--- src/rtl/jns_pkg.sv ---
package jns_pkg;

    // Transaction kinds carried on s_tuser.
    localparam logic [1:0] CMD_WRITE_BUF  = 2'd0;
    localparam logic [1:0] CMD_WRITE_CTRL = 2'd1;
    localparam logic [1:0] CMD_READ_TDO   = 2'd2;
    localparam logic [1:0] CMD_TICK       = 2'd3;

    localparam int CMD_W     = 2;
    localparam int ADDR_W    = 10;
    localparam int COUNT_W   = 24;
    localparam int SHIFT_W   = 31;
    localparam int RDATA_W   = 32;
    localparam int S_TDATA_W = 48;
    localparam int M_TDATA_W = 40;

    // Work handed from the control stage to the execute stage.
    typedef struct packed {
        logic is_read;
        logic exec_tick;
        logic high_nibble;
        logic mode_test;
        logic tdo;
        logic done_toggle;
        logic busy;
    } stage_t;

    // Control-stage status, watched by the checks at the top level.
    typedef struct packed {
        logic running;
        logic left_zero;
    } ctrl_status_t;

endpackage

--- src/rtl/jns_ctrl.sv ---
module jns_ctrl #(
    parameter int BUFFER_BYTES = 1024,
    parameter int AW           = 10,
    parameter int IW           = 11
) (
    input  logic                        aclk,
    input  logic                        aresetn,
    input  logic                        accept,
    input  logic [jns_pkg::CMD_W-1:0]   cmd,
    input  logic                        start_bit,
    input  logic                        use_test_rst,
    input  logic [jns_pkg::COUNT_W-1:0] command_count,
    input  logic                        tdo_pin,
    input  logic                        s1_ready,
    output logic                        s1_valid,
    output jns_pkg::stage_t             s1_stage,
    output logic                        rd_en,
    output logic [AW-1:0]               rd_addr,
    output jns_pkg::ctrl_status_t       status
);

    logic [IW-1:0]               index_reg, index_next;
    logic [jns_pkg::COUNT_W-1:0] left_reg, left_next, left_dec;
    logic                        running_reg, running_next;
    logic                        done_reg, done_next;
    logic                        last_start_reg, last_start_next;
    logic                        mode_reg, mode_next;
    logic                        s1_valid_reg, s1_valid_next;
    jns_pkg::stage_t             s1_stage_reg, s1_stage_next;
    logic                        is_tick;

    assign is_tick  = accept && (cmd == jns_pkg::CMD_TICK) && running_reg;
    assign left_dec = left_reg - jns_pkg::COUNT_W'(1);

    always_comb begin
        index_next      = index_reg;
        left_next       = left_reg;
        running_next    = running_reg;
        done_next       = done_reg;
        last_start_next = last_start_reg;
        mode_next       = mode_reg;
        if (accept && (cmd == jns_pkg::CMD_WRITE_CTRL)) begin
            if (start_bit && !last_start_reg && !running_reg) begin
                mode_next  = use_test_rst;
                index_next = '0;
                left_next  = command_count;
                if (command_count == '0) begin
                    done_next = ~done_reg;
                end else begin
                    running_next = 1'b1;
                end
            end
            last_start_next = start_bit;
        end
        if (is_tick) begin
            if (index_reg == IW'(2 * BUFFER_BYTES - 1)) begin
                index_next = '0;
            end else begin
                index_next = index_reg + IW'(1);
            end
            left_next = left_dec;
            if (left_dec == '0) begin
                running_next = 1'b0;
                done_next    = ~done_reg;
            end
        end
    end

    always_comb begin
        s1_stage_next.is_read     = (cmd == jns_pkg::CMD_READ_TDO);
        s1_stage_next.exec_tick   = is_tick;
        s1_stage_next.high_nibble = index_reg[0];
        s1_stage_next.mode_test   = mode_reg;
        s1_stage_next.tdo         = tdo_pin;
        s1_stage_next.done_toggle = done_next;
        s1_stage_next.busy        = running_next;
        if (accept) begin
            s1_valid_next = 1'b1;
        end else if (s1_ready) begin
            s1_valid_next = 1'b0;
        end else begin
            s1_valid_next = s1_valid_reg;
        end
    end

    always_ff @(posedge aclk) begin
        if (!aresetn) begin
            index_reg      <= '0;
            left_reg       <= '0;
            running_reg    <= 1'b0;
            done_reg       <= 1'b0;
            last_start_reg <= 1'b0;
            mode_reg       <= 1'b0;
            s1_valid_reg   <= 1'b0;
        end else begin
            index_reg      <= index_next;
            left_reg       <= left_next;
            running_reg    <= running_next;
            done_reg       <= done_next;
            last_start_reg <= last_start_next;
            mode_reg       <= mode_next;
            s1_valid_reg   <= s1_valid_next;
        end
    end

    always_ff @(posedge aclk) begin
        if (accept) begin
            s1_stage_reg <= s1_stage_next;
        end
    end

    assign rd_en            = is_tick;
    assign rd_addr          = index_reg[IW-1:1];
    assign s1_valid         = s1_valid_reg;
    assign s1_stage         = s1_stage_reg;
    assign status.running   = running_reg;
    assign status.left_zero = (left_reg == '0);

endmodule

--- config.mk ---
export PLATFORM = sky130hd
export DESIGN_NAME = jns_ctrl
export DESIGN_NICKNAME = d
export VERILOG_FILES = /design/src/rtl/jns_pkg.sv /design/src/rtl/jns_ctrl.sv
export SDC_FILE = /design/constraint.sdc
export NUM_CORES = 1
export LEC_CHECK = 0
export BUFFER_PORTS_ARGS = -buffer_cell sky130_fd_sc_hd__buf_2
export CAP_MARGIN = 20
export CORE_MARGIN = 2
export CORE_UTILIZATION = 51
export CTS_CLUSTER_SIZE = 24
export DETAILED_ROUTE_END_ITERATION = 12
export PLACE_DENSITY = 0.73
export SKIP_CTS_REPAIR_TIMING = 1
export SLEW_MARGIN = 20
export SYNTH_ARGS = -nofsm -noshare
export SYNTH_HDL_FRONTEND = slang
export SYNTH_SLANG_ARGS = --single-unit
--- constraint.sdc ---
create_clock -name aclk -period 2.6 [get_ports aclk]
set_input_delay 0.26 -clock aclk [delete_from_list [all_inputs] [get_ports aclk]]
set_output_delay 0.26 -clock aclk [all_outputs]
set_load 0.005 [all_outputs]
**Word level (Yosys, flattened, before mapping)**

Index checks and enable logic that the tools add are counted.

- Input port bits: 33
- Bits in latches: 0
- Memories: 0
- Output and inout port bits: 21
- Register bits after elaboration: 47
- ROM bits: 0
- Bits in writable memories: 0
- Word-level logic and storage cells: 55

- Div/mod/pow operators: 0
- Add/sub/neg operators: 2
- Eq/ne operators: 4
- Multiplexer cells: 19
- Reductions and logical operators: 15
- Multipliers: 0
- Bitwise logic cells: 1
- Magnitude comparators: 0
- Shift-type cells: 0

Operator list:

| cell | number |
|---|---|
| zero test 24 bit | 3 |
| two-way mux 24 bit | 3 |
| two-way mux 11 bit | 4 |
| subtractor 24 x 1 -> 24 bit, second input constant | 1 |
| two-way mux 1 bit | 12 |
| adder 11 x 1 -> 11 bit, second input constant | 1 |
| == test 11 bit, second input constant | 1 |
| nonzero test 2 bit | 3 |
| logical AND 1 bit | 5 |
| == test 2 bit, second input constant | 2 |
| AND reduction 2 bit | 2 |
| == test 2 x 1 -> 1 bit, second input constant | 1 |
| zero test 1 bit | 2 |
| inverter 1 bit | 1 |

**Longest topological paths before layout**

- Depth after elaboration: 7
- Gate-level depth with buffers: 10
- Mapped depth without buffers: 9

**Least setup slack after synthesis**

Ideal clock, no wire load.

- Path kind: register to register
- Start: register left_reg[0] (netlist name)
- End: register s1_stage_reg (netlist bit s1_stage[1]), data pin
- Slack: -0.108 ns
- Clock period less this slack: 2.708 ns
- Path buffers: 1
- Stages on the path, launching flop included: 11
- Setup time: 0.269 ns
- Data required time: 2.331 ns
- Arrival: 2.440 ns
- Path through: dfxtp_1 inv_1 ha_1 buf_6 or3b_4 or3_2 xnor2_1 nor4_1 nand4_1 o31ai_1 xor2_1

- Longest elaborated chain between the ends: 4

Ends and longest elaborated chain:

| element | line | RTL |
|---|---|---|
| start, declared | jns_ctrl.sv:23 | `logic [jns_pkg::COUNT_W-1:0] left_reg, left_next, left_dec;` |
| start signal, assigned | jns_ctrl.sv:97 | `left_reg <= left_next;` |
| subtractor 24 x 1 -> 24 bit | jns_ctrl.sv:33 | `assign left_dec = left_reg - jns_pkg::COUNT_W'(1);` |
| zero test 24 bit | jns_ctrl.sv:62 | `if (left_dec == '0) begin` |
| two-way mux 1 bit | jns_ctrl.sv:62 |  |
| two-way mux 1 bit | jns_ctrl.sv:55 | `if (is_tick) begin` |
| via done_next | jns_ctrl.sv:25 | `logic done_reg, done_next;` |
| end signal, assigned | jns_ctrl.sv:108 | `s1_stage_reg <= s1_stage_next;` |
| end, declared | jns_ctrl.sv:29 | `jns_pkg::stage_t s1_stage_reg, s1_stage_next;` |

The timed path passes the listed nets, and every way through them passes these cells.
A chain may end at the register's enable or synchronous reset.

**Worst setup path after layout**

- Start: register left_reg[1] (netlist name)
- End: register done_reg

- Longest elaborated chain between the ends: 4

Ends and longest elaborated chain:

| element | line | RTL |
|---|---|---|
| subtractor 24 x 1 -> 24 bit | jns_ctrl.sv:33 |  |
| zero test 24 bit | jns_ctrl.sv:62 |  |
| two-way mux 1 bit | jns_ctrl.sv:62 |  |
| two-way mux 1 bit | jns_ctrl.sv:55 |  |
| end signal, assigned | jns_ctrl.sv:99 | `done_reg <= done_next;` |
| end, declared | jns_ctrl.sv:25 |  |

Every way passes these cells.

==> summary.txt <==
final antenna diode count: 0
transition time at the pin with the least slew margin: 0.9310 ns
CP Capture Type: register
worst-path cell with the longest stage delay: or3b_4
Initial Util: 51.98%
number of clock sinks seen by CTS: 47
PortBufs: 53
maximum ir drop on the vdd rail: 0.2545 mV
reg-to-reg slack, setup: 0.04 ns
aggregate global routing overflow: 0
number of warnings printed during yosys synthesis: 0
Final Max Slew Viols: 0
xor and xnor fraction of the mapped netlist area: 0.8692%
dominant combinational cell family by area after synthesis: simple AND/OR/NAND/NOR gates
residual DRC count: 0
worst path cell trace: inv_2, ha_4, or3b_4, buf_4, nor4_1, o21bai_2, a2111oi_2, nand4_1, mux2_1, o221ai_2
worst path arrival time: 2.80 ns
startpoint of the most critical setup path: left_reg[1]
Detail Route Antenna Nets: 0
average vias per placed instance: 6.171
Num CTS Buffers: 5
largest driver fanout on the critical path: 4
storage element area: 1013 µm²
die area: 6559 µm²
Root Buffer Master: clkbuf_8
upper clock frequency limit: 390.2 MHz
post-synthesis simple-gate area fraction: 33.61%
largest net degree at the start of global routing: 34
Hold/Removal Path Class: primary input to register
number of max-cap violations: 0
count of endpoints failing hold in the final timing report: 0
TritonCTS clock tree: done
routed length per instance: 16.67 µm
total of endpoints with negative setup slack in the final report: 0
number of flip-flops under the largest register name: 24
total I/O pin count: 54
Area Growth Syn to Fin: 18.54%
H-tree depth reported by CTS: 2
insertion delay to the later sink of the worst-skew pair: 0.30 ns
post-synthesis share of cell area spent on full adders, half adders and majority gates: 1.242%
Detailed Route WL: 8.753 mm
filler instances: 541
Avg Cell Area, Syn: 7.771 µm²
share of cell area taken by muxes after synthesis: 1.035%
cell area after synthesis: 3023 µm²
initial antenna violation count: 0
Clock Pin Slew Worst Setup and Hold Paths: 0.09 ns
complex-gate fraction of the synthesized area: 22.60%
Slew headroom: 37.71%
wire length of the first global-routing pass: 13.73 mm
Final TNS setup: 0 ns
layout net count: 485
Max Clock Skew: 0.002467 ns
vias in the first global route: 2841
number of placement rows: 28
destination of the worst register-to-register timing path: done_reg
Max stage delay on crit path: 0.40 ns
final critical-path setup slack: 0.03693 ns
Data required, critical path: 2.83 ns
die extent in y: 80.99 µm
sequential cell area fraction in the yosys report: 33.44%
Die Width: 80.99 µm
placement-stage worst setup slack: 0.09926 ns
weighted congestion reported at the end of routability-driven placement: 0.9251
core area: 5816 µm²
RSZ-0062 raised after global routing: true
endpoint of the worst setup timing path: done_reg
net count of the mapped netlist: 425
number of DRC markers after the initial detailed-route iteration: 288
synthesized instance count: 389
half-perimeter wire length after detailed placement: 6.547 mm
FF-to-FF path depth: 10
flip-flop and latch count after synthesis: 47
Setup crit start kind: register
detailed-router iteration count before antenna repair: 5
Period minus WS final: 2.563 ns
number of distinct library cells after synthesis: 66
post-route clock period utilization: 98.58%
static leakage power: 1.445 nW
start-to-end type of the worst setup path: register to register
proportion of layout cells with a drive suffix above 1: 27.78%
Power Density: 457.1 nW/µm²
CTS Buffer Depth: 2
via count: 3240
number of enable-type register cells in the synthesized netlist: 7
run status: finished, final reports clean
prevailing post-synth register cell: dfxtp_1
area used by multi-input combinational logic: 1858 µm²
source of the worst register-to-register timing path: left_reg[1]
Post-synth ARST share: 0%
Global Route Usage Sum: 27.22%
placed cells by master (no fill, tap or decap), types with 8 or more instances in the layout:
master    instances
a211oi_1          8
a21oi_1          29
buf_2            53
buf_4            32
dfxtp_1          38
nand2_1          26
nor2_1           68
nor3_1           17
nor4_1           13
o21ai_0          31
worst min path at each step:
stage	from	depth (start not counted)	end	slack, ns
final	tdo_pin	1	s1_stage[2]	0.13
after global routing	tdo_pin	1	s1_stage[2]	0.12
after CTS	tdo_pin	1	s1_stage[2]	0.12
after detailed placement	mode_reg	0	s1_stage[3]	0.42
after global placement	mode_reg	0	s1_stage[3]	0.41
after floorplan	tdo_pin	0	s1_stage[2]	0.36
through the flow:
stage                     std cells  instance area, µm²  util [%]  hold slack [ns]  power [W]
after floorplan                 389                3027         -           0.3589   0.001019
after global placement          514                3408     58.61           0.4135   0.001164
after detailed placement        514                3408     58.61           0.4209   0.001167
after CTS                       522                3498     60.15           0.1177   0.001625
after global routing            525                3583     61.62           0.1154   0.001726
final                           525                3583     61.62           0.1263   0.001638
report_power, final:
group	internal, W	switching, W
Clock	0.000194	0.000262
Combinational	0.000172	0.000231
Sequential	0.000757	0.0000213
Total	0.00112	0.000515
worst max-delay path, delay by kind of cell (launching register included):
kind | cells | cell delay (ns)
mux | 1 | 0.36
compound gates | 3 | 0.49
buf+inv | 2 | 0.22
fa+ha+maj | 1 | 0.14
simple gates | 3 | 0.94
flops | 1 | 0.33
synthesized netlist by cell type, drive strengths merged, types with 3 or more instances:
cell / instances / share of area (%)
a21oi: 29 / 4.8
or3: 5 / 1.3
nor3b: 6 / 1.5
nor4b: 3 / 1.1
inv: 6 / 0.74
nand4: 7 / 1.4
a221oi: 3 / 0.87
and3: 5 / 1.0
nand3b: 3 / 0.74
or2b: 3 / 0.74
a311oi: 6 / 1.7
ha: 3 / 1.2
a222oi: 3 / 0.99
or3b: 3 / 0.95
edfxtp: 7 / 7.0
dfxtp: 40 / 26
nand2: 26 / 3.2
nand3: 10 / 2.2
nor4: 17 / 4.2
nor3: 19 / 3.3
clkbuf: 15 / 1.9
nor2: 70 / 8.8
o21ai: 32 / 5.3
buf: 17 / 4.6
a211oi: 8 / 2.0
a22oi: 6 / 1.5
kinds of logic after synthesis:
kind of cell	count (synthesis)
AND/OR/NAND/NOR	189
buffers and inverters	38
multiplexers	3
adder cells (fa/ha/maj)	3
AO/OA/AOI/OAI	106
flip-flops	47
XOR/XNOR	3
area by class of cell:
cell class | instances | share of cell area (%)
Timing Repair Buffer | 85 | 14.11
Clock inverter | 2 | 0.4888
Multi-Input combinational cell | 304 | 51.85
Sequential cell | 47 | 28.28
Clock buffer | 6 | 2.025
Tap cell | 75 | 2.619
Inverter | 6 | 0.6285
layer usage:
| metal | GRT usage, % | share of wire, % |
|---|---|---|
| met5 | 0 | 0 |
| met4 | 10.17 | 2.5 |
| met3 | 5.556 | 9.8 |
| met2 | 41.98 | 44 |
| met1 | 37.58 | 43 |
Note: power is estimated with default switching activity, not from simulation.
