`config.mk`:
```
export PLATFORM = sky130hd
export DESIGN_NAME = jns_exec
export DESIGN_NICKNAME = d
export VERILOG_FILES = /design/src/rtl/jns_pkg.sv /design/src/rtl/jns_exec.sv
export SDC_FILE = /design/constraint.sdc
export NUM_CORES = 1
export LEC_CHECK = 0
export BUFFER_PORTS_ARGS = -buffer_cell sky130_fd_sc_hd__buf_2
export CORE_MARGIN = 2
export CORE_UTILIZATION = 30
export CTS_BUF_LIST = sky130_fd_sc_hd__clkbuf_8
export DETAILED_ROUTE_END_ITERATION = 12
export GPL_ROUTABILITY_DRIVEN = 0
export MAX_ROUTING_LAYER = met4
export PLACE_DENSITY = 0.61
export SLEW_MARGIN = 20
export SYNTH_ARGS = -nofsm -noshare
export SYNTH_HDL_FRONTEND = slang
export SYNTH_SLANG_ARGS = --single-unit
```
`constraint.sdc`:
```
create_clock -name aclk -period 2.4 [get_ports aclk]
set_input_delay 0.24 -clock aclk [delete_from_list [all_inputs] [get_ports aclk]]
set_output_delay 0.24 -clock aclk [all_outputs]
set_load 0.02 [all_outputs]
```
`src/rtl/jns_pkg.sv`:
```
package jns_pkg;

    // Transaction kinds carried on s_tuser.
    localparam logic [1:0] CMD_WRITE_BUF  = 2'd0;
    localparam logic [1:0] CMD_WRITE_CTRL = 2'd1;
    localparam logic [1:0] CMD_READ_TDO   = 2'd2;
    localparam logic [1:0] CMD_TICK       = 2'd3;

    localparam int CMD_W     = 2;
    localparam int ADDR_W    = 10;
    localparam int COUNT_W   = 24;
    localparam int SHIFT_W   = 31;
    localparam int RDATA_W   = 32;
    localparam int S_TDATA_W = 48;
    localparam int M_TDATA_W = 40;

    // Work handed from the control stage to the execute stage.
    typedef struct packed {
        logic is_read;
        logic exec_tick;
        logic high_nibble;
        logic mode_test;
        logic tdo;
        logic done_toggle;
        logic busy;
    } stage_t;

    // Control-stage status, watched by the checks at the top level.
    typedef struct packed {
        logic running;
        logic left_zero;
    } ctrl_status_t;

endpackage

```
`src/rtl/jns_exec.sv`:
```
module jns_exec (
    input  logic                        aclk,
    input  logic                        aresetn,
    input  logic                        s1_valid,
    input  jns_pkg::stage_t             s1_stage,
    input  logic [7:0]                  rd_data,
    output logic                        s1_ready,
    output logic                        m_valid,
    input  logic                        m_ready,
    output logic [jns_pkg::RDATA_W-1:0] read_data,
    output logic                        tck_pulse,
    output logic                        tms_out,
    output logic                        tdi_out,
    output logic                        test_out,
    output logic                        rst_out,
    output logic                        busy_res
);

    logic                        advance, take;
    logic [3:0]                  nib;
    logic                        m_valid_reg, m_valid_next;
    logic [jns_pkg::SHIFT_W-1:0] shift_reg, shift_next;
    logic                        tms_reg, tms_next;
    logic                        tdi_reg, tdi_next;
    logic                        test_reg, test_next;
    logic                        rst_reg, rst_next;
    logic [jns_pkg::RDATA_W-1:0] read_data_reg, read_data_next;
    logic                        tck_reg, tck_next;
    logic                        busy_reg;

    assign advance = !m_valid_reg || m_ready;
    assign take    = advance && s1_valid;
    assign nib     = s1_stage.high_nibble ? rd_data[7:4] : rd_data[3:0];

    always_comb begin
        shift_next     = shift_reg;
        tms_next       = tms_reg;
        tdi_next       = tdi_reg;
        test_next      = test_reg;
        rst_next       = rst_reg;
        tck_next       = 1'b0;
        read_data_next = '0;
        if (s1_stage.is_read) begin
            read_data_next = {s1_stage.done_toggle, shift_reg};
        end
        if (s1_stage.exec_tick) begin
            if (!s1_stage.mode_test) begin
                tck_next = nib[0];
                tms_next = nib[1];
                tdi_next = nib[2];
                if (nib[3]) begin
                    shift_next = {shift_reg[jns_pkg::SHIFT_W-2:0], s1_stage.tdo};
                end
            end else begin
                rst_next  = nib[1];
                test_next = nib[2];
            end
        end
        if (advance) begin
            m_valid_next = s1_valid;
        end else begin
            m_valid_next = m_valid_reg;
        end
    end

    always_ff @(posedge aclk) begin
        if (!aresetn) begin
            m_valid_reg <= 1'b0;
            shift_reg   <= '0;
            tms_reg     <= 1'b0;
            tdi_reg     <= 1'b0;
            test_reg    <= 1'b0;
            rst_reg     <= 1'b0;
        end else begin
            m_valid_reg <= m_valid_next;
            if (take) begin
                shift_reg <= shift_next;
                tms_reg   <= tms_next;
                tdi_reg   <= tdi_next;
                test_reg  <= test_next;
                rst_reg   <= rst_next;
            end
        end
    end

    always_ff @(posedge aclk) begin
        if (take) begin
            read_data_reg <= read_data_next;
            tck_reg       <= tck_next;
            busy_reg      <= s1_stage.busy;
        end
    end

    assign s1_ready  = advance;
    assign m_valid   = m_valid_reg;
    assign read_data = read_data_reg;
    assign tck_pulse = tck_reg;
    assign tms_out   = tms_reg;
    assign tdi_out   = tdi_reg;
    assign test_out  = test_reg;
    assign rst_out   = rst_reg;
    assign busy_res  = busy_reg;

endmodule

```
* Yosys cells after proc, flatten, opt, wreduce, memory -nomap -nowiden
Cells that the tools add are included.
Operators by class: add/sub/neg operators 0, $mul 0, div/mod/pow operators 0, order comparisons 0, equal/unequal tests 0, shift-type cells 0, muxes and demuxes 1, bitwise gates (word level) 2, reductions and logical operators 7
Operator list (count):
- $reduce_and 3->1 | 2
- $mux 4 | 1
- $reduce_and 4->1 | 1
- $not 1->1 | 2
- $reduce_or 2->1 | 1
- $logic_and 1x1->1 | 1
- $logic_not 1->1 | 1
- $logic_or 1x1->1 | 1
Storage, ports and cells: register bits after elaboration 70, bits in latches 0, RAM bits 0, ROM bits 0, input port bits 19, logic and storage cells 19, memories 0

* Longest topological paths before layout
Gate-level depths: netlist of run 1.
depth in word-level cells 4, mapped depth 5, mapped depth without buffers 4

* Least setup slack after synthesis of run 1
OpenSTA, ideal clock, no wires.
path kind register -> register, from register m_valid_reg (netlist: m_valid), to register busy_reg (netlist: busy_res) (enable), library setup time 0.425 ns, arrival time 1.993 ns, setup slack -0.018 ns, stages on the path, launching flop included 3, clock period less this slack 2.418 ns, cell sequence dfxtp_1 -> nor2b_1 -> nor2_1
On the way: longest elaborated chain between the ends 3
RTL lines:
- start: declaration | RTL line jns_exec.sv:21 | logic m_valid_reg, m_valid_next;
- start signal: assignment | RTL line jns_exec.sv:75 | m_valid_reg <= m_valid_next;
- $logic_not 1->1 | RTL line jns_exec.sv:31 | assign advance = !m_valid_reg || m_ready;
- $logic_or 1x1->1 | RTL line jns_exec.sv:31
- $logic_and 1x1->1 | RTL line jns_exec.sv:32 | assign take = advance && s1_valid;
- named net take | RTL line jns_exec.sv:19 | logic advance, take;
- end signal: assignment | RTL line jns_exec.sv:90 | busy_reg <= s1_stage.busy;
- end: declaration | RTL line jns_exec.sv:29 | logic busy_reg;
The timed path passes the listed nets, and every way through them passes these cells. A chain may end at the register's enable or synchronous reset.

* Worst setup path after layout of run 1
from register m_valid_reg (netlist: m_valid), to register shift_reg[5] (netlist name)
On the way: longest elaborated chain between the ends 4
RTL lines:
- $logic_not 1->1 | RTL line jns_exec.sv:31
- $logic_or 1x1->1 | RTL line jns_exec.sv:31
- $logic_and 1x1->1 | RTL line jns_exec.sv:32
- $reduce_and 4->1 (no line)
- end signal: assignment | RTL line jns_exec.sv:77 | shift_reg <= shift_next;
- end: declaration | RTL line jns_exec.sv:22 | logic [jns_pkg::SHIFT_W-1:0] shift_reg, shift_next;
Every way passes these cells.

==> flow_metrics.py, run 1 <==
metrics = {
    "floorplanning": {
        "die_area_um2": 9540,
        "ioPinCount": 59,
        "start_util_pct": 30.6,
        "die-height_um": 97.7,
        "die_w_um": 97.7,
        "row_count": 34,
        "design.core.area_um2": 8590,
    },
    "clocking": {
        "clockRootBuffer": "clkbuf_8",
        "cts_resized": 0,
        "clkLatencyLatePin_ns": 0.34,
        "cts.hold.buffers_added": 0,
        "cts_inserted_buffers": 9,
        "cts_max_level": 3,
        "cts_setup_buffers": 0,
        "clkTransAtPathRegs_ns": 0.07,
        "cts.sinks": 70,
        "ctsLongestPathBuffers": 2,
        "tritoncts": "done",
    },
    "routing": {
        "wirelength_mm": 4.29,
        "ant_nets": 0,
        "drt-initial-drc-count": 46,
        "drt_pre_antenna_iters": 4,
        "vias": 1603,
        "drc": 0,
        "post_drt_wl_per_cell_um": 11.5,
        "viasPerCell": 4.30,
    },
    "setup_path": {
        "startpoint_type": "register",
        "critical_path.max_stage_delay_ns": 0.50,
        "reg2regPathDepth": 4,
        "critical_path_class": "register to register",
        "r2r-start": "m_valid",
        "rr_endpoint": "shift_reg[5]",
        "crit_slowest_cell": "nand4_4",
        "critical_path.startpoint": "m_valid",
        "worstPathArrival_ns": 1.96,
        "crit_end": "shift_reg[5]",
        "path_max_fanout": 31,
        "crit_required_ns": 2.66,
        "r2r_slack_ns": 0.69,
        "cp_cell_sequence": "nor2b_1 > inv_2 > nand4_4 > mux2i_1",
        "endpoint_kind": "register",
    },
    "timing": {
        "min_period_ns": 1.71,
        "tightest_slew_ns": 0.725,
        "fin_skew_ns": 0.00803,
        "max_slew_margin_pct": 51.6,
        "rsz0062_at_grt": "false",
        "final-hold-violation-count": 0,
        "final_max_slew_viol_count": 0,
        "period_share_pct": 71.1,
        "whs_ns": 0.0794,
        "fin_tns_setup_ns": 0,
        "finalSetupViolCount": 0,
        "fmax_ghz": 0.586,
    },
    "synthesis": {
        "avgSynthCellArea_um2": 13.1,
        "yosysWarnings": 0,
        "ys_types": 24,
        "yosysSeqAreaShare_pct": 66.2,
        "syn-instance-count": 201,
        "syn_nets": 220,
        "ys_ff_latch": 70,
        "synth_area_um2": 2630,
    },
    "place": {
        "portBuffers": 58,
        "dpl.hpwl_mm": 2.85,
    },
    "pwr": {
        "p_per_area_nw_per_um2": 765,
        "p_leak_nw": 1.49,
        "vdd_ir_drop_max_uv": 267,
    },
    "global_route": {
        "grt_max_degree": 36,
        "grt_pass1_vias": 1589,
        "grt_pass1_wl_mm": 7.40,
        "grt_overflow": 0,
        "antenna_found_initial": 0,
        "grt_use_total_pct": 10.4,
    },
    "final_layout": {
        "largest_reg_flops": 32,
        "area_growth_pct": 22.3,
        "insertedDiodeCount": 0,
        "nNetsFinal": 279,
        "drive_gt1_share_pct": 30.2,
        "fillers": 872,
        "seqCellArea_um2": 1740,
        "multi_input_comb_area_um2": 821,
    },
    "status": {
        "status": "completed",
    },
    "hold_path": {
        "hold_class": "input port to register",
    },
    "flow_run": {
        "max-cap-violations": 0,
    },
}
per-layer routing:
layer / track usage [%] / wire (um)
met4: 7.37 / 146
met3: 4.03 / 310
met1: 12.0 / 1940
met2: 14.9 / 1890
met5: - / 0
worst min path at each step:
| stage | from | end | cells past startpoint |
|---|---|---|---|
| detailed placement | s1_stage[0] | busy_res | 1 |
| finish | s1_stage[0] | busy_res | 1 |
| global route | s1_stage[0] | busy_res | 1 |
| CTS | s1_stage[0] | busy_res | 1 |
| floorplan | s1_stage[0] | busy_res | 0 |
| global placement | s1_stage[0] | busy_res | 1 |
critical path: cells and delay by family, from the launching register on:
family,cells,cell delay (ns)
AND/OR/NAND/NOR,2,0.85
flip-flops,1,0.33
multiplexers,1,0.25
buffers and inverters,1,0.17
placed cells by master, fill, tap and decap left out, types with 9 or more instances in the layout:
| master | n |
|---|---|
| and2_1 | 32 |
| buf_2 | 58 |
| clkbuf_8 | 9 |
| dfxtp_1 | 36 |
| edfxtp_1 | 34 |
| mux2i_1 | 32 |
| nand2_1 | 32 |
cell type report:
| type | count | area share (%) |
|---|---|---|
| Tap cell | 108 | 4.20 |
| Multi-Input combinational cell | 117 | 25.5 |
| Clock buffer | 9 | 3.85 |
| Inverter | 3 | 0.350 |
| Sequential cell | 70 | 54.1 |
| Clock inverter | 7 | 2.76 |
| Timing Repair Buffer | 59 | 9.25 |
logic make-up (layout without fill, tap and decap cells):
logic type	after synthesis	count (layout)	synth area share, %
buffers and inverters	14	78	2.90
multiplexers	35	35	13.6
AND/OR/NAND/NOR	75	75	15.1
AO/OA/AOI/OAI	7	7	2.19
flip-flops	70	70	66.2
through the flow:
| step | setup WS, ns | total power, mW | utilization [%] | cells | instance area [um^2] |
|---|---|---|---|---|---|
| global route | 0.520 | 2.57 | 37.5 | 373 | 3220 |
| global placement | 0.737 | 1.48 | 35.0 | 357 | 3010 |
| CTS | 0.674 | 2.51 | 37.5 | 373 | 3220 |
| detailed placement | 0.674 | 1.49 | 35.0 | 357 | 3010 |
| floorplan | 0.546 | 1.43 | - | 201 | 2630 |
| finish | 0.694 | 2.46 | 37.5 | 373 | 3220 |
synth_stat cells (all sizes together):
library cell / instances / area [um^2]
nand2: 32 / 120
nand4: 2 / 27.5
a41o: 2 / 20.0
nor2b: 1 / 6.26
inv: 3 / 11.3
clkbuf: 8 / 31.3
and2: 32 / 200
nor4: 2 / 12.5
dfxtp: 36 / 721
o211a: 2 / 20.0
nor2: 2 / 7.51
nand2b: 1 / 6.26
mux2i: 32 / 320
edfxtp: 34 / 1020
nor3: 2 / 10.0
a31oi: 2 / 12.5
a21oi: 1 / 5.00
mux2: 3 / 37.5
and2b: 1 / 7.51
buf: 3 / 33.8
power by group:
group	internal, mW	switching [mW]	total [mW]
registers	1.28	0.00769	1.29
clock network	0.577	0.433	1.01
logic	0.0544	0.110	0.164
total	1.91	0.550	2.46
No activity file was read; power rests on OpenSTA's default activity.
==> inputs of run 2 (changes only) <==
- PLACE_DENSITY: 0.61 -> 0.59
- clock period: 2.4 -> 1.73 ns (I/O delays scaled with it)
==> run 2 against run 1 <==
  * Worst setup slack got worse by 0.56 ns
  * Worst hold slack lost 0.049 ns
  * Final cell count up 1.1%
  * Sequential cell count unchanged
==> flow_metrics.py, run 2 (synthesis results as in run 1) <==
metrics = {
    "status": {
        "status": "completed",
    },
    "routing": {
        "vias": 1629,
        "drt-initial-drc-count": 61,
        "ant_nets": 0,
        "drc": 0,
        "viasPerCell": 4.32,
        "drt_pre_antenna_iters": 3,
        "post_drt_wl_per_cell_um": 12.0,
        "wirelength_mm": 4.54,
    },
    "place": {
        "portBuffers": 58,
        "dpl_cell_area_um2": 3070,
        "dpl.hpwl_mm": 3.21,
    },
    "timing": {
        "fin_tns_setup_ns": 0,
        "fin_skew_ns": 0.00562,
        "final-hold-violation-count": 0,
        "fmax_ghz": 0.625,
        "finalSetupViolCount": 0,
        "max_slew_margin_pct": 71.0,
        "rsz0062_at_grt": "false",
        "tightest_slew_ns": 0.435,
        "period_share_pct": 92.5,
        "final_max_slew_viol_count": 0,
        "min_period_ns": 1.60,
    },
    "clocking": {
        "cts_max_level": 3,
        "ctsLongestPathBuffers": 2,
        "cts.hold.buffers_added": 0,
        "tritoncts": "done",
        "clkLatencyLatePin_ns": 0.33,
        "cts_setup_buffers": 0,
        "clockRootBuffer": "clkbuf_8",
        "cts_inserted_buffers": 9,
        "cts_resized": 0,
        "clkTransAtPathRegs_ns": 0.07,
        "cts.sinks": 70,
    },
    "pwr": {
        "power.switching_uw": 701,
        "sw_frac_of_total_pct": 22.7,
        "clock_power_share_pct": 34.2,
        "p_per_area_nw_per_um2": 959,
        "p_leak_nw": 1.50,
        "p_seq_share_pct": 57.9,
        "internal-power_mw": 2.39,
        "comb_power_share_pct": 7.8,
        "vdd_ir_drop_max_uv": 281,
    },
    "final_layout": {
        "postLayoutCellArea_um2": 3230,
        "final_cell_mix": "buf_2 (58), dfxtp_1 (36), edfxtp_1 (34)",
        "nNetsFinal": 284,
        "insertedDiodeCount": 0,
        "fillers": 861,
        "largest_reg_flops": 32,
        "layout_commonest_cell": "buf_2",
        "area_growth_pct": 22.6,
        "drive_gt1_share_pct": 29.7,
    },
    "floorplanning": {
        "die_area_um2": 9540,
        "row_count": 34,
        "ioPinCount": 59,
        "start_util_pct": 30.6,
        "die-height_um": 97.7,
        "design.core.area_um2": 8590,
        "die_w_um": 97.7,
    },
    "global_route": {
        "grt_pass1_wl_mm": 7.38,
        "grt_pass1_vias": 1630,
        "antenna_found_initial": 0,
        "grt_use_total_pct": 10.2,
        "grt_max_degree": 35,
        "grt_overflow": 0,
    },
    "setup_path": {
        "critical_path_class": "register to register",
        "path_max_fanout": 12,
        "worstPathArrival_ns": 1.85,
        "endpoint_kind": "register",
        "crit_required_ns": 1.99,
        "startpoint_type": "register",
    },
    "hold_path": {
        "hold_class": "input port to register",
    },
    "flow_run": {
        "max-cap-violations": 0,
    },
}
[run 2: cell types whose count changed in the layout (fill, tap and decap cells not counted), sizes merged]
cell,delta
buf,+5
bufinv,-2
clkbuf,+1
clkinv,+1
clkinvlp,-2
inv,+1
[run 2: stage by stage]
step / power, mW / cells / hold slack, ns / setup slack, ns / utilization [%]
2_1_floorplan: 1.98 / 201 / 0.272 / 0.205 / -
3_3_place_gp: 2.07 / 362 / 0.354 / 0.194 / 35.7
3_5_place_dp: 2.08 / 362 / 0.369 / 0.133 / 35.7
4_1_cts: 3.14 / 377 / 0.0155 / 0.120 / 37.5
5_1_grt: 3.22 / 377 / 0.0136 / 0.00200 / 37.5
6_report: 3.09 / 377 / 0.0302 / 0.130 / 37.5
[run 2: final cells by class]
type,instances,area (um^2),share of cell area (%)
Clock buffer,10,138,4.27
Clock inverter,5,18.8,0.582
Sequential cell,70,1740,54.0
Inverter,3,11.3,0.349
Timing Repair Buffer,64,360,11.2
Multi-Input combinational cell,117,821,25.4
Tap cell,108,135,4.19
[run 2: critical path, cell delays in order, from the launching register on]
cell     delay [ns]
dfxtp_1        0.32
nor2b_1        0.36
inv_2          0.16
nand4_4        0.27
buf_4          0.23
mux2i_1        0.18
[run 2: worst paths after layout]
check	from	endpoint	slack [ns]	cells after the start
min	s1_stage[0]	busy_res	0.03	1
max	m_valid	shift_reg[30]	0.13	5
min reg2reg	shift_reg[30]	shift_reg[30]	0.47	2
max reg2reg	m_valid	shift_reg[30]	0.13	5
[run 2: metal layers]
metal / vias to the layer above / GRT usage [%] / wire [um]
met3: 9 / 2.59 / 234
met5: - / - / 0
met4: 0 / 6.73 / 113
li1: 826 / - / -
met1: 747 / 12.1 / 2080
met2: 47 / 15.3 / 2120
[run 2: power groups by stage]
stage | sequential, mW | combinational, mW | clock [mW]
2_1_floorplan | 1.89 | 0.0896 | 0
3_3_place_gp | 1.83 | 0.243 | 0
3_5_place_dp | 1.83 | 0.246 | 0
4_1_cts | 1.79 | 0.247 | 1.10
5_1_grt | 1.80 | 0.261 | 1.17
6_report | 1.79 | 0.242 | 1.06
==> inputs of run 3 (changes only) <==
- CORE_ASPECT_RATIO: unset -> 1.75
==> run 3 against run 2 <==
  * Worst setup slack improved by 0.14 ns
  * Sequential share of layout area unchanged
  * Sequential power is essentially flat
  * Register-to-register slack better by 0.18 ns
  * Cell area unchanged
  * Non-clock buffer count down 4
  * Combinational power hardly changed
  * Total power rose by 0.19%
  * Routed wire length is 0.79% higher
  * First-iteration DRC count increased by 44%
  * Global-route usage is essentially flat
  * Via count shrank 1.0%
==> flow_metrics.py, run 3 (synthesis results as in run 1) <==
metrics = {
    "global_route": {
        "grt_overflow": 0,
        "grt_max_degree": 36,
        "grt_use_met2_pct": 16.3,
        "grt_pass1_vias": 1558,
        "grt_pass1_wl_mm": 6.91,
        "grt_use_total_pct": 10.2,
        "busiest_layer": "met2",
        "antenna_found_initial": 0,
        "grt_util_met3_pct": 2.83,
        "use_met1_pct": 10.3,
    },
    "final_layout": {
        "drive_gt1_share_pct": 29.2,
        "largest_reg_flops": 32,
        "postLayoutCellArea_um2": 3230,
        "fin_cells": 384,
        "area_growth_pct": 22.6,
        "layout_commonest_cell": "buf_2",
        "nNetsFinal": 281,
        "insertedDiodeCount": 0,
        "final_cell_mix": "buf_2 (58), dfxtp_1 (36), edfxtp_1 (34)",
    },
    "setup_path": {
        "crit_slowest_cell": "dfxtp_1",
        "critical_path.max_stage_delay_ns": 0.32,
        "critical_path_class": "register to primary output",
        "endpoint_kind": "primary output",
        "worstPathArrival_ns": 1.29,
        "crit_required_ns": 1.56,
        "cp_cell_sequence": "nor2b_2 > inv_2 > buf_2",
        "startpoint_type": "register",
        "path_max_fanout": 9,
        "reg2regPathDepth": 4,
    },
    "timing": {
        "fin_tns_setup_ns": 0,
        "min_period_ns": 1.46,
        "rsz0062_at_grt": "false",
        "final-hold-violation-count": 0,
        "period_share_pct": 84.5,
        "fmax_ghz": 0.684,
        "fin_skew_ns": 0.00515,
        "finalSetupViolCount": 0,
        "final_max_slew_viol_count": 0,
        "max_slew_margin_pct": 59.2,
        "tightest_slew_ns": 0.611,
    },
    "routing": {
        "drc": 0,
        "ant_nets": 0,
        "drt-initial-drc-count": 88,
        "viasPerCell": 4.20,
        "wirelength_mm": 4.58,
        "post_drt_wl_per_cell_um": 11.9,
        "drt_pre_antenna_iters": 4,
        "vias": 1612,
    },
    "floorplanning": {
        "row_count": 45,
        "ioPinCount": 59,
        "design.core.area_um2": 8610,
        "start_util_pct": 30.5,
        "die_area_um2": 9570,
        "die_w_um": 74.8,
        "die-height_um": 128,
    },
    "clocking": {
        "ctsLongestPathBuffers": 2,
        "clockRootBuffer": "clkbuf_8",
        "cts_setup_buffers": 0,
        "clkLatencyLatePin_ns": 0.34,
        "cts_max_level": 3,
        "clkTransAtPathRegs_ns": 0.07,
        "cts_inserted_buffers": 9,
        "tritoncts": "done",
        "cts.sinks": 70,
    },
    "status": {
        "status": "completed",
    },
    "place": {
        "portBuffers": 58,
        "dp_cells": 366,
        "dpl.hpwl_mm": 3.01,
        "dpl_cell_area_um2": 3030,
    },
    "pwr": {
        "p_leak_nw": 1.50,
        "vdd_ir_drop_max_uv": 308,
        "p_per_area_nw_per_um2": 961,
    },
    "flow_run": {
        "max-cap-violations": 0,
    },
    "hold_path": {
        "hold_depth": 3,
        "hold_class": "input port to register",
    },
}
[run 3: repair_timing]
item / CTS / global route
hold buffers: 1 / 0
hold endpoints to repair: 1 / 0
resized for setup: 0 / 2
endpoints found under the setup margin: 0 / 31
[run 3: metal layers]
metal / up-vias / part of all wire [%]
li1: 822 / -
met1: 737 / 40
met2: 43 / 53
met3: 10 / 4.2
met4: 0 / 3.1
met5: - / 0
[run 3: area by class of cell]
| class | instances | area, um^2 |
|---|---|---|
| Multi-Input combinational cell | 118 | 845 |
| Clock inverter | 6 | 23.8 |
| Timing Repair Buffer | 60 | 320 |
| Clock buffer | 10 | 138 |
| Tap cell | 117 | 146 |
| Sequential cell | 70 | 1740 |
| Fill cell | 867 | 5390 |
| Inverter | 3 | 11.3 |
[run 3: path summary, 6_finish.rpt]
kind,start,end,slack [ns]
max,m_valid,s1_ready,0.27
min,s1_stage[2],shift_reg[0],0.1
max reg2reg,m_valid,shift_reg[2],0.31
min reg2reg,shift_reg[30],shift_reg[30],0.46
[run 3: critical path: cells and delay by family, from the launching register on]
kind                   cells  cell delay, ns
and+or+nand+nor            1            0.26
buffers and inverters      2            0.37
DFF                        1            0.32
[run 3: per-stage QoR]
stage	util [%]	hold slack (ns)	total power, mW	setup WS [ns]
finish	37.4	0.0962	3.10	0.268
global route	37.4	0.0917	3.25	0.163
CTS	37.2	0.0764	3.14	0.0178
detailed placement	35.2	0.359	2.06	0.0337
global placement	35.2	0.349	2.06	0.104
floorplan	-	0.272	1.98	0.205
[run 3: power breakdown]
group / leakage [nW] / total, mW / internal (mW) / switching [mW]
clock: 0.102 / 1.07 / 0.530 / 0.535
combinational: 0.768 / 0.242 / 0.0819 / 0.160
sequential: 0.630 / 1.79 / 1.78 / 0.0108
